`config.mk`:
```
export PLATFORM = sky130hd
export DESIGN_NAME = tcbd_key_mem
export DESIGN_NICKNAME = d
export VERILOG_FILES = /design/src/rtl/core/table_cipher_block_decrypt_defines.svh /design/src/rtl/core/tcbd_pkg.sv /design/src/rtl/core/tcbd_key_mem.sv
export SDC_FILE = /design/constraint.sdc
export NUM_CORES = 2
export LEC_CHECK = 0
export ABC_CLOCK_PERIOD_IN_PS = 5320
export BUFFER_PORTS_ARGS = -buffer_cell sky130_fd_sc_hd__buf_2
export CAP_MARGIN = 20
export CORE_MARGIN = 8
export CORE_UTILIZATION = 25
export DETAILED_ROUTE_END_ITERATION = 6
export MAX_ROUTING_LAYER = met4
export PLACE_DENSITY = 0.45
export SLEW_MARGIN = 30
export SYNTH_ARGS = -nofsm -noshare
export SYNTH_HDL_FRONTEND = slang
export SYNTH_SLANG_ARGS = --single-unit
```
`constraint.sdc`:
```
create_clock -name clk -period 5.32 [get_ports clk]
set_input_delay 0.532 -clock clk [delete_from_list [all_inputs] [get_ports clk]]
set_output_delay 0.532 -clock clk [all_outputs]
set_load 0.01 [all_outputs]
```
`src/rtl/core/table_cipher_block_decrypt_defines.svh`:
```
// Assertion macros shared by the block decryptor RTL.
// Depends on nothing; files that check their own logic include it.
`ifndef TABLE_CIPHER_BLOCK_DECRYPT_DEFINES_SVH
`define TABLE_CIPHER_BLOCK_DECRYPT_DEFINES_SVH

// Same-cycle implication, disabled while reset is asserted.
`define TCBD_ASSERT_IMP(label, clk, rst_n, ante, cons, msg) \
	label: assert property (@(posedge clk) disable iff (!rst_n) (ante) |-> (cons)) \
		else $error(msg);

// Next-cycle implication, disabled while reset is asserted.
`define TCBD_ASSERT_NEXT(label, clk, rst_n, ante, cons, msg) \
	label: assert property (@(posedge clk) disable iff (!rst_n) (ante) |=> (cons)) \
		else $error(msg);

`endif

```
`src/rtl/core/tcbd_pkg.sv`:
```
// Shared types and constants of the table-driven block decryptor.
// Depends on nothing; used by the key store and the top level.
`timescale 1ns / 1ps

package tcbd_pkg;

	localparam logic [1:0] OP_DECRYPT = 2'd0;
	localparam logic [1:0] OP_TABLE   = 2'd1;
	localparam logic [1:0] OP_KEY     = 2'd2;

	localparam int LANES   = 16;
	localparam int WORDS   = 4;
	localparam int ENTRIES = 256;
	localparam int BYTE_W  = 8;
	localparam int WORD_W  = 32;

	typedef logic [WORD_W-1:0] word_t;
	typedef logic [BYTE_W-1:0] byte_t;

	// Byte positions read by each output word in the row-shifted rounds.
	localparam logic [3:0] SHIFTED_LANE [LANES] = '{
		4'd0, 4'd7, 4'd10, 4'd13,
		4'd1, 4'd4, 4'd11, 4'd14,
		4'd2, 4'd5, 4'd8,  4'd15,
		4'd3, 4'd6, 4'd9,  4'd12
	};

	// Write of one round-key word.
	typedef struct packed {
		logic       en;
		logic [1:0] bank;
		logic [4:0] round;
		word_t      data;
	} key_wr_t;

endpackage

```
`src/rtl/core/tcbd_key_mem.sv`:
```
// Round-key store: four banks, one per key word, each holding one word per
// round, read together with registered data. Depends on tcbd_pkg.
`timescale 1ns / 1ps

module tcbd_key_mem #(
	parameter int ROUNDS = 17,
	parameter int RW     = 5
) (
	input  logic             clk,
	input  tcbd_pkg::key_wr_t wr,
	input  logic             rd_en,
	input  logic [RW-1:0]    rd_round,
	output tcbd_pkg::word_t  rd_data [tcbd_pkg::WORDS]
);
	import tcbd_pkg::*;

	for (genvar w = 0; w < WORDS; w++) begin : g_bank
		word_t mem [0:ROUNDS-1];

		always_ff @(posedge clk) begin
			if (wr.en && wr.bank == 2'(w)) begin
				mem[wr.round[RW-1:0]] <= wr.data;
			end
		end

		always_ff @(posedge clk) begin
			if (rd_en) begin
				rd_data[w] <= mem[rd_round];
			end
		end
	end

endmodule

```
==> metrics.txt <==
outcome finished clean; max-cap viol count 0; total gr overflow 0; vias in the first global route 43232; register area 69200 um2; mux cell area share after synthesis 14.3%; CTS Buf Count 231; area occupied by multi-input gates 16600 um2; post-CTS setup buffer count 0; Worst EP arrival 2.99 ns; root buffer selected by CTS clkbuf_16; Total Power 38300 uW; Slowest Stage Delay on Critical Path 0.81 ns; share of post-route cells with drive strength above 1 23.5%; Starting DRT DRC Count 3503; FF-to-FF Start g_bank[2].mem[3][30]; pin count of the biggest net entering global routing 79; Post-Syn Nets 4030; Core ar. 345000 um2; sequential area share after synthesis 79.9%; Post-synth EDFFs 2304; Setup violations, final 0; clock sinks 2304; DR WL/cell 28.3 um; CTS tree done; critical path endpoint category flip-flop; Cell Pwr Density 375 nW/um2; Sum Neg Setup Slack 0 ns; crit path cell chain buf_2 -> nand3b_1 -> buf_4 -> nor2_4 -> buf_4; Yosys reg bits 2304; Critical Path RT 5.81 ns; Synth Warn # 0; final critical-path share of the clock period 46.9%; drt pass-1 iters 7; DRC errors left 0; cell mode on critical path buf_4; VDD IR max 0.253 mV; commonest cells after routing, fill and taps aside 2304 x edfxtp_1, 520 x mux2i_1, 306 x mux4_2; Max stage delay cell, worst path nor2_4; area growth from synthesis to layout 18.0%; Syn Inst Count 3983; row cnt 216; CTS HTree Levels 4; RSZ-0062 raised after global routing false; Post-Synth XOR/XNOR Area 0%; Total Routed Length 258000 um; Die Wd 604 um; reg2reg setup slack 3.53 ns; FMAX 0.401 GHz; synthesized cell area 86600 um2; crit path buf inv count 3; Routability Congestion 0.728; Worst-path clk slew 0.06 ns; Avg Vias per Cell 4.55; Ports 175; Avg Cell Area, Syn 21.7 um2; min Tclk post-route 2.50 ns; DR vias 41605; Initial Util 25.1%; Final Max Slew Viols 0; Critical R2R Capture rd_data[62]; worst slew pin tran 0.996 ns; first-pass GRT wire length 356000 um; critical path's top delay family simple AND/OR/NAND/NOR gates; Max Buffers Root-to-Sink 4; most common cell after layout, fill and taps aside edfxtp_1; final hold viol count 0; Hold Path Class in -> reg; Async SR Flop Fraction 0%; Worst Setup SP wr[37]; Slew HR 33.6%; Routed Antenna Nets 0; adder-cell share of the synthesized area 0%; Port Buffer Count 174; Setup Skew 0.0478 ns; Synth Area in Simple Gates 0.757%; initial antenna violation count 31; Yosys cell types 34; R2R depth 3; Max FO, Critical Path 17; overall die area 365000 um2; CP Class in -> reg; Global Route Usage Sum 14.1%; end of the critical path g_bank[2].mem[2][12]; CP Depth 5; Post-DP HPWL 145000 um; Top FF cell, synth edfxtp_1; largest family of logic cells by synthesized area multiplexers; compound-cell area share of the yosys netlist 3.53%; Static Leak 0.0325 uW; CP Launch Type primary input; Die H 604 um; Fillers 33651; nets@finish 4403; clk_lat worst skew 0.87 ns
-- timing repair --
action                     4_1_cts  5_1_grt
hold endpoints to repair        10        0
setup endpoints to repair        0        0
gates resized for setup          0        0
hold buffers                     3        0
-- through the flow --
| stage | instance area (um2) | worst slack [ns] | hold slack (ns) | instances | util (%) |
|---|---|---|---|---|---|
| final | 102000 | 2.82 | 0.131 | 9134 | 29.6 |
| after global routing | 102000 | 2.81 | 0.0879 | 9124 | 29.6 |
| after CTS | 102000 | 2.85 | 0.0663 | 9113 | 29.5 |
| after detailed placement | 94500 | 1.93 | 0.507 | 8693 | 27.4 |
| after global placement | 94000 | 1.38 | 0.503 | 8675 | 27.2 |
| after floorplan | 86600 | 2.16 | 0.495 | 3983 | - |
-- synth_stat cells (all sizes together), types with 14 or more instances --
library cell | count | area share [%]
edfxtp | 2304 | 80
mux2i | 520 | 6.0
mux4 | 316 | 8.3
o22ai | 189 | 1.4
buf | 140 | 1.1
a21oi | 107 | 0.62
nor2 | 99 | 0.43
clkbuf | 85 | 0.39
o32ai | 84 | 0.85
a21o | 30 | 0.26
o221ai | 23 | 0.23
inv | 15 | 0.065
a221oi | 14 | 0.14
nand2 | 14 | 0.064
nor4 | 14 | 0.10
-- sequential cells by signal, indices dropped and copies added, names as in the netlist --
register    flops
g_bank.mem   2176
rd_data       128
-- report_power, final --
group          internal, uW  total [uW]  switching [uW]
logic                   598        1830            1230
clock network          9300       16200            6920
registers             20100       20200            87.5
total                 30000       38300            8240
-- cell type report --
| type | instances | area share [%] |
|---|---|---|
| clock inverter | 139 | 1.31 |
| timing repair buffer | 365 | 3.01 |
| antenna | 16 | 0.0392 |
| inverter | 15 | 0.0600 |
| multi-input combinational | 1439 | 16.3 |
| clock buffer | 278 | 5.92 |
| sequential | 2304 | 67.8 |
| tap | 4578 | 5.61 |
-- logic make-up (layout without fill, tap and decap cells) --
| logic type | count (synthesis) | after routing |
|---|---|---|
| flip-flops | 2304 | 2304 |
| multiplexers | 836 | 836 |
| AO/OA/AOI/OAI | 454 | 454 |
| buffers and inverters | 240 | 797 |
| AND/OR/NAND/NOR | 149 | 149 |
| other | 0 | 16 |
-- how the worst min path moves through the flow --
stage                           from                    end  slack [ns]  depth (start not counted)
2_1_floorplan  g_bank[3].mem[16][30]            rd_data[30]        0.50                          1
3_3_place_gp   g_bank[2].mem[16][23]            rd_data[55]        0.50                          1
3_5_place_dp   g_bank[2].mem[16][14]            rd_data[46]        0.51                          1
4_1_cts                       wr[25]  g_bank[0].mem[12][25]        0.07                          1
5_1_grt                       wr[25]  g_bank[0].mem[12][25]        0.09                          1
6_report                      wr[25]   g_bank[0].mem[6][25]        0.13                          1
-- routing by layer --
| metal | vias up | share of wire [%] | track usage [%] |
|---|---|---|---|
| met5 | - | 0 | - |
| met4 | 0 | 1.7 | 2.76 |
| met3 | 303 | 5.0 | 2.10 |
| met2 | 1057 | 50 | 23.7 |
| met1 | 22718 | 43 | 18.2 |
| li1 | 17527 | - | - |
Power figures use the tool's default switching activity.
